## src/rtl/core/wsdefr_pkg.sv

```systemverilog
// ----------------------------------------------------------------------------
// WebSocket deframer package
// Shared types and constants for the frame parser: parse phases, event codes,
// opcodes, the header length codes and byte counts, and the reset length cap.
// ----------------------------------------------------------------------------
package wsdefr_pkg;

   typedef logic [2:0] phase_type;
   typedef logic [1:0] event_type;
   typedef logic [3:0] opcode_type;

   localparam phase_type PH_HDR0 = 3'd0;
   localparam phase_type PH_HDR1 = 3'd1;
   localparam phase_type PH_EXT  = 3'd2;
   localparam phase_type PH_MASK = 3'd3;
   localparam phase_type PH_DATA = 3'd4;

   localparam event_type EV_TEXT     = 2'd0;
   localparam event_type EV_EMPTY    = 2'd1;
   localparam event_type EV_CLOSE    = 2'd2;
   localparam event_type EV_TOO_LONG = 2'd3;

   localparam opcode_type OP_TEXT  = 4'h1;
   localparam opcode_type OP_CLOSE = 4'h8;

   localparam logic [6:0] LEN_CODE_16 = 7'd126;
   localparam logic [6:0] LEN_CODE_64 = 7'd127;

   localparam logic [3:0] EXT16_BYTES   = 4'd2;
   localparam logic [3:0] EXT64_BYTES   = 4'd8;
   localparam logic [3:0] MASK_KEY_BYTES = 4'd4;

   localparam logic [15:0] MAX_LEN_RESET = 16'd8192;

endpackage

```

## src/rtl/core/websocket_frame_deframer.sv

```systemverilog
// Pipeline: an accepted request is held in the input register and its result
// in the result register; a request that causes no result is done when it
// leaves the input register.
// Throughput: one request per cycle; the per-byte parser step sits between
// the two registers and the result register stalls the input only when full.
// Reset (synchronous): the parser returns to the first header byte, no result
// is pending and the length cap returns to 8192.
// ----------------------------------------------------------------------------
// WebSocket frame deframer
// Parses client-to-server WebSocket frames one byte at a time, unmasks text
// payload bytes and reports empty text frames, close and oversize frames.
// ----------------------------------------------------------------------------
module websocket_frame_deframer
   import wsdefr_pkg::*;
(
   input  logic        clock,
   input  logic        reset,
   input  logic        req_valid,
   output logic        req_ready,
   input  logic        req_kind,
   input  logic [7:0]  req_data_byte,
   output logic        rsp_valid,
   input  logic        rsp_ready,
   output logic [1:0]  rsp_event_res,
   output logic [7:0]  rsp_payload_byte,
   output logic        rsp_last_of_frame,
   input  logic        csr_wr_en,
   input  logic [15:0] csr_wr_data
);

   // Input register.
   logic       in_valid_ff;
   logic       in_kind_ff;
   logic [7:0] in_byte_ff;

   // Parser state.
   phase_type   phase_ff, phase_in;
   opcode_type  opcode_ff, opcode_in;
   logic        mask_ff, mask_in;
   logic [63:0] acc_ff, acc_in;
   logic [3:0]  ext_ff, ext_in;
   logic [31:0] key_ff, key_in;
   logic [15:0] idx_ff, idx_in;
   logic        ended_ff, ended_in;
   logic [15:0] max_len_ff;

   // Result register.
   logic       rsp_valid_ff;
   event_type  rsp_event_ff;
   logic [7:0] rsp_byte_ff;
   logic       rsp_last_ff;

   logic        advance;
   logic        emit;
   event_type   ev;
   logic [7:0]  pbyte;
   logic        plast;
   logic        len_done;
   logic        pay_start;
   logic [63:0] len_v;
   logic [15:0] idx_next;
   logic [7:0]  key_byte;
   logic        data_last;

   assign advance   = in_valid_ff && (!rsp_valid_ff || rsp_ready);
   assign req_ready = !in_valid_ff || advance;

   assign idx_next  = idx_ff + 16'd1;
   assign data_last = {48'd0, idx_next} >= acc_ff;

   always_comb begin
      case (idx_ff[1:0])
         2'd0:    key_byte = key_ff[31:24];
         2'd1:    key_byte = key_ff[23:16];
         2'd2:    key_byte = key_ff[15:8];
         default: key_byte = key_ff[7:0];
      endcase
   end

   always_comb begin
      phase_in  = phase_ff;
      opcode_in = opcode_ff;
      mask_in   = mask_ff;
      acc_in    = acc_ff;
      ext_in    = ext_ff;
      key_in    = key_ff;
      idx_in    = idx_ff;
      ended_in  = ended_ff;
      emit      = 1'b0;
      ev        = EV_TEXT;
      pbyte     = 8'd0;
      plast     = 1'b0;
      len_done  = 1'b0;
      pay_start = 1'b0;
      len_v     = acc_ff;
      if (advance) begin
         if (in_kind_ff) begin
            phase_in  = PH_HDR0;
            opcode_in = '0;
            mask_in   = 1'b0;
            acc_in    = '0;
            ext_in    = '0;
            key_in    = '0;
            idx_in    = '0;
            ended_in  = 1'b0;
         end else if (!ended_ff) begin
            case (phase_ff)
               PH_HDR0: begin
                  opcode_in = in_byte_ff[3:0];
                  phase_in  = PH_HDR1;
               end
               PH_HDR1: begin
                  mask_in = in_byte_ff[7];
                  if (in_byte_ff[6:0] == LEN_CODE_16 || in_byte_ff[6:0] == LEN_CODE_64) begin
                     ext_in   = (in_byte_ff[6:0] == LEN_CODE_16) ? EXT16_BYTES : EXT64_BYTES;
                     acc_in   = '0;
                     phase_in = PH_EXT;
                  end else begin
                     len_v    = {57'd0, in_byte_ff[6:0]};
                     acc_in   = len_v;
                     len_done = 1'b1;
                  end
               end
               PH_EXT: begin
                  len_v  = {acc_ff[55:0], in_byte_ff};
                  acc_in = len_v;
                  ext_in = ext_ff - 4'd1;
                  len_done = (ext_ff == 4'd1);
               end
               PH_MASK: begin
                  key_in    = {key_ff[23:0], in_byte_ff};
                  ext_in    = ext_ff - 4'd1;
                  pay_start = (ext_ff == 4'd1);
               end
               PH_DATA: begin
                  idx_in = idx_next;
                  if (data_last) begin
                     phase_in = PH_HDR0;
                  end
                  if (opcode_ff == OP_TEXT) begin
                     emit  = 1'b1;
                     ev    = EV_TEXT;
                     pbyte = in_byte_ff ^ key_byte;
                     plast = data_last;
                  end else if (data_last && opcode_ff == OP_CLOSE) begin
                     emit     = 1'b1;
                     ev       = EV_CLOSE;
                     ended_in = 1'b1;
                  end
               end
               default: begin
                  phase_in = PH_HDR0;
               end
            endcase

            // The cap is checked on the byte that completes the length.
            if (len_done) begin
               if (len_v > {48'd0, max_len_ff}) begin
                  ended_in = 1'b1;
                  phase_in = PH_HDR0;
                  emit     = 1'b1;
                  ev       = EV_TOO_LONG;
               end else begin
                  key_in = '0;
                  if (mask_in) begin
                     ext_in   = MASK_KEY_BYTES;
                     phase_in = PH_MASK;
                  end else begin
                     pay_start = 1'b1;
                  end
               end
            end

            if (pay_start) begin
               idx_in = '0;
               if (len_v != 64'd0) begin
                  phase_in = PH_DATA;
               end else begin
                  phase_in = PH_HDR0;
                  if (opcode_ff == OP_CLOSE) begin
                     ended_in = 1'b1;
                     emit     = 1'b1;
                     ev       = EV_CLOSE;
                  end else if (opcode_ff == OP_TEXT) begin
                     emit = 1'b1;
                     ev   = EV_EMPTY;
                  end
               end
            end
         end
      end
   end

   always_ff @(posedge clock) begin
      if (reset) begin
         in_valid_ff  <= 1'b0;
         rsp_valid_ff <= 1'b0;
         phase_ff     <= PH_HDR0;
         opcode_ff    <= '0;
         mask_ff      <= 1'b0;
         acc_ff       <= '0;
         ext_ff       <= '0;
         key_ff       <= '0;
         idx_ff       <= '0;
         ended_ff     <= 1'b0;
         max_len_ff   <= MAX_LEN_RESET;
      end else begin
         if (req_ready) begin
            in_valid_ff <= req_valid;
         end
         if (advance) begin
            rsp_valid_ff <= emit;
         end else if (rsp_ready) begin
            rsp_valid_ff <= 1'b0;
         end
         phase_ff  <= phase_in;
         opcode_ff <= opcode_in;
         mask_ff   <= mask_in;
         acc_ff    <= acc_in;
         ext_ff    <= ext_in;
         key_ff    <= key_in;
         idx_ff    <= idx_in;
         ended_ff  <= ended_in;
         if (csr_wr_en) begin
            max_len_ff <= csr_wr_data;
         end
      end
   end

   always_ff @(posedge clock) begin
      if (req_ready) begin
         in_kind_ff <= req_kind;
         in_byte_ff <= req_data_byte;
      end
      if (advance && emit) begin
         rsp_event_ff <= ev;
         rsp_byte_ff  <= pbyte;
         rsp_last_ff  <= plast;
      end
   end

   assign rsp_valid         = rsp_valid_ff;
   assign rsp_event_res     = rsp_event_ff;
   assign rsp_payload_byte  = rsp_byte_ff;
   assign rsp_last_of_frame = rsp_last_ff;

`ifndef SYNTHESIS
   // Only text payload bytes carry data or the last flag.
   assert property (@(posedge clock) disable iff (reset)
      rsp_valid && rsp_event_res != EV_TEXT |-> rsp_payload_byte == 8'd0 && !rsp_last_of_frame)
      else $error("non-text result carries payload data");

   // An ended connection always waits at the first header byte.
   assert property (@(posedge clock) disable iff (reset)
      ended_ff |-> phase_ff == PH_HDR0)
      else $error("ended connection left parser mid-frame");

   // A connection start returns the parser to its idle state.
   assert property (@(posedge clock) disable iff (reset)
      advance && in_kind_ff |=> !ended_ff && phase_ff == PH_HDR0 && !rsp_valid)
      else $error("connection start did not clear the parser");

   // Payload is only streamed for lengths that passed the 16-bit cap.
   assert property (@(posedge clock) disable iff (reset)
      phase_ff == PH_DATA |-> acc_ff[63:16] == 48'd0 && acc_ff != 64'd0)
      else $error("payload phase with out-of-range length");
`endif

endmodule

```

## config.mk

```make
export PLATFORM = sky130hd
export DESIGN_NAME = websocket_frame_deframer
export DESIGN_NICKNAME = d
export VERILOG_FILES = /design/src/rtl/core/wsdefr_pkg.sv /design/src/rtl/core/websocket_frame_deframer.sv
export SDC_FILE = /design/constraint.sdc
export NUM_CORES = 1
export LEC_CHECK = 0
export BUFFER_PORTS_ARGS = -buffer_cell sky130_fd_sc_hd__buf_2
export CAP_MARGIN = 0
export CORE_MARGIN = 5
export CORE_UTILIZATION = 55
export CTS_CLUSTER_SIZE = 14
export DETAILED_ROUTE_END_ITERATION = 12
export GPL_ROUTABILITY_DRIVEN = 0
export PLACE_DENSITY = 0.73
export SLEW_MARGIN = 10
export SYNTH_ARGS = -nofsm -noshare
export SYNTH_HDL_FRONTEND = slang
export SYNTH_SLANG_ARGS = --single-unit
export TNS_END_PERCENT = 10
```

## constraint.sdc

```tcl
create_clock -name clock -period 4.3 [get_ports clock]
set_clock_uncertainty 0.15 [all_clocks]
set_input_delay 0.645 -clock clock [delete_from_list [all_inputs] [get_ports clock]]
set_output_delay 0.645 -clock clock [all_outputs]
set_load 0.03 [all_outputs]
```

==> metrics.md <==
| Metric | Value |
|---|---|
| Status | completed |
| Largest family of logic cells by synthesized area | compound AO/OA/AOI/OAI gates |
| Max IR drop VDD | 293 uV |
| Congestion Overflow GR | 0 |
| Top cell type's share of synthesized area | 0.358 |
| Post-synth EDFFs | 20 |
| Layout fillers | 1,198 |
| Worst Setup End Kind | register |
| Leakage | 0.00380 uW |
| Number of port buffers | 42 |
| ANT cells | 0 |
| Crit-path most repeated cell | buf_4 |
| Post-Synth Simple-Gate Area | 0.198 |
| Synthesis warning total | 0 |
| RSZ-0062 raised after global routing | false |
| Crit path required time | between 4 and 5 ns |
| Cell area power density | 350 nW/um2 |
| DR DRC count | 0 |
| WL per Instance | around 18 um |
| CP max FO | 9 |
| Slowest stage delay, CP | 0.43 ns |
| CTS tree | yes |
| Syn nets | 986 |
| Final Instance Area | 9390 um2 |
| Slew Limit Fails | 0 |
| Max clock buf depth | 2 |
| Minimum clock period | between 4 and 5 ns |
| Post-synthesis async set-or-reset flop share | 0 |
| Multi-input gate area | roughly 4200 um2 |
| Post-Synth XOR/XNOR Area | 0.0252 |
| Setup total negative slack | 0 ns |
| Clock sinks | 163 |
| Cells after Synth | 917 |
| Number of buffers created by CTS | 17 |
| # setup viols final | 0 |
| Total core area | 14,400 um2 |
| Crit path DAT | about 4.3 ns |
| Compound-Gate Fraction of Synth Area | 0.206 |
| Clk Tree Root Cell | clkbuf_16 |
| Pin count of the biggest net entering global routing | 66 |
| Die H | 131 um |
| Initial Util | 0.556 |
| Crit share post-route | 0.957 |
| Drt first pass iters | 7 |
| Syn avg cell area | 8.71 um2 |
| Post-route ant nets | 0 |
| Worst-path cell chain | and4_1 -> a21o_1 -> a21oi_2 -> buf_4 -> o22ai_1 -> ha_1 -> nand4_1 -> a311oi_2 -> a2111oi_2 -> buf_4 -> a22oi_1 -> nor4b_2 -> buf_4 -> o41a_1 -> nor2_4 -> a22o_1 |
| Number of global-route vias before repair | 6,727 |
| DRT iter0 DRCs | 770 |
| Synth Area in Adders | 0.0611 |
| Worst-path clk slew | 0.06 ns |
| Synth Register Bits | 163 |
| Distinct cells, synth | 70 |
| Register area share after synthesis | 0.434 |
| Setup crit start kind | register |
| Worst setup path class | register to register |
| Via density | between 6 and 7 |
| Fin nets | 1,057 |
| HP Class | primary input to register |
| Top post-synthesis cells by area | dfxtp_1, edfxtp_1, ha_1 |
| GRT Total Usage | 0.252 |
| Post-synthesis mux area share | 0.0227 |
| Maximum Capacitance Violations | 0 |
| Routed wire length | ~21,000 um |
| Relative slew slack | 0.413 |
| Clock Latency Late Sink | 0.43 ns |
| IO Count | 43 |
| Fin. Hold Viols | 0 |
| Fin Hold WS | 0.238 ns |
| Reg area | around 3500 um2 |
| Die X-Extent | 131 um |
| Antenna violations before repair | 0 |
| Synthesized cell area | 7990 um2 |
| Via count | ~7,000 |
| H-tree depth | 4 |
| Max Clk Rate | 243 MHz |
| Hold buffers post-CTS | 0 |
| P&R area growth vs syn | 17.5% |
| Slew at the pin with the worst max-slew slack | roughly 0.88 ns |
| Cell with the most instances after synthesis | dfxtp_1 |
| Slowest CP cell | o41a_1 |
| Rows | 44 |
| Global-route wire length before repair | 34,000 um |
| Top cells by count, synth | dfxtp_1, nand2_1, a21oi_1, nand3_1, nor2_1 |
| Post-DP Area | about 8700 um2 |
| Share of layout cells above drive strength 1 | 0.175 |
| Ys flop type | dfxtp_1 |
| Total power | 3280 uW |
| Die ar. | 17,000 um2 |
| DP HPWL | 14,400 um |
| Post-synth top area cell | dfxtp_1 |
## metrics by stage
stage,instances,setup slack (ns),util
6_report,1185,0.185,0.654
5_1_grt,1185,0.00115,0.654
3_5_place_dp,1147,-0.0361,0.607
3_3_place_gp,1147,0.0727,0.607
2_1_floorplan,917,0.192,-
4_1_cts,1179,0.0866,0.648
## state kept, by name, summed over array words and instances, names as in the netlist
| name | count |
|---|---|
| acc_ff | 64 |
| ended_ff | 1 |
| ext_ff | 4 |
| idx_ff | 16 |
| in_byte_ff | 8 |
| in_kind_ff | 1 |
| in_valid_ff | 1 |
| key_ff | 32 |
| mask_ff | 1 |
| max_len_ff | 16 |
| opcode_ff | 4 |
| phase_ff | 3 |
| rsp_event_res | 2 |
| rsp_last_of_frame | 1 |
| rsp_payload_byte | 8 |
| rsp_valid | 1 |
## repair_timing
item	CTS	global route
pin swaps	0	2
setup buffers	0	6
resized for setup	1	7
setup endpoints to repair	11	62
hold endpoints to repair	0	0
## area by class of cell
class / count / area share
multi-input cells: 648 / 0.444
well taps: 184 / 0.0245
flip-flops and latches: 163 / 0.369
clock inverters: 10 / 0.0105
clock buffers: 22 / 0.0505
inverters: 43 / 0.0172
repair buffers: 115 / 0.0841
## layer usage
layer  vias to the layer above  wire [um]  track usage
met4                         0        670       0.0986
met5                         -          0            0
li1                       3473          -            -
met2                       277       9490        0.384
met3                        58       1670       0.0654
met1                      3360       9190        0.345
## cells by family after synthesis
| kind of cell | after synthesis |
|---|---|
| adders and majority gates | 39 |
| buffers and inverters | 106 |
| muxes | 18 |
| xor gates and xnor gates | 23 |
| and+or+nand+nor | 328 |
| AOI/OAI and AO/OA | 240 |
| DFF | 163 |
## critical path: cells and delay by family (launching register included)
| kind | cells | cell delay (ns) |
|---|---|---|
| compound gates | 8 | 1.87 |
| fa+ha+maj | 1 | 0.32 |
| buf+inv | 3 | 0.48 |
| flops | 1 | 0.42 |
| simple gates | 4 | 0.81 |
## where the power goes
group	internal (uW)	switching [uW]
clock network	848	628
logic	91.7	144
registers	1550	16.2
total	2490	789
## placed cells by master, fill, tap and decap left out, types with 3 or more instances in the layout
master,Yosys,layout
ha_1,39,39
buf_2,1,41
nor3_1,11,10
inv_6,0,3
nor3b_1,6,6
xnor2_1,15,15
nor2_1,68,66
dfxtp_1,143,142
o22ai_1,16,16
a21oi_1,89,87
inv_1,42,42
o21ai_0,18,17
nand3_1,73,73
and3_1,8,8
a222oi_1,8,8
a21o_1,18,18
or3_1,8,8
nand2b_1,8,8
nand2_1,98,98
clkbuf_16,0,17
a22oi_1,9,9
mux2i_1,17,17
a22o_1,41,41
edfxtp_1,20,20
or2_2,3,3
nor4_1,18,18
o221a_2,4,4
nand4_1,11,11
a31oi_1,3,3
buf_4,3,71
o31ai_1,4,4
nor2_4,1,4
xor2_1,8,8
clkbuf_8,0,3
## final timing paths
kind,start,to,slack (ns),depth (start not counted)
setup / recovery,in_byte_ff[6],idx_ff[1],0.19,16
hold / removal,req_data_byte[0],in_byte_ff[0],0.24,1
setup reg to reg,in_byte_ff[6],idx_ff[1],0.19,16
hold reg to reg,acc_ff[59],acc_ff[59],0.30,2
Note: power is estimated with default switching activity, not from simulation.
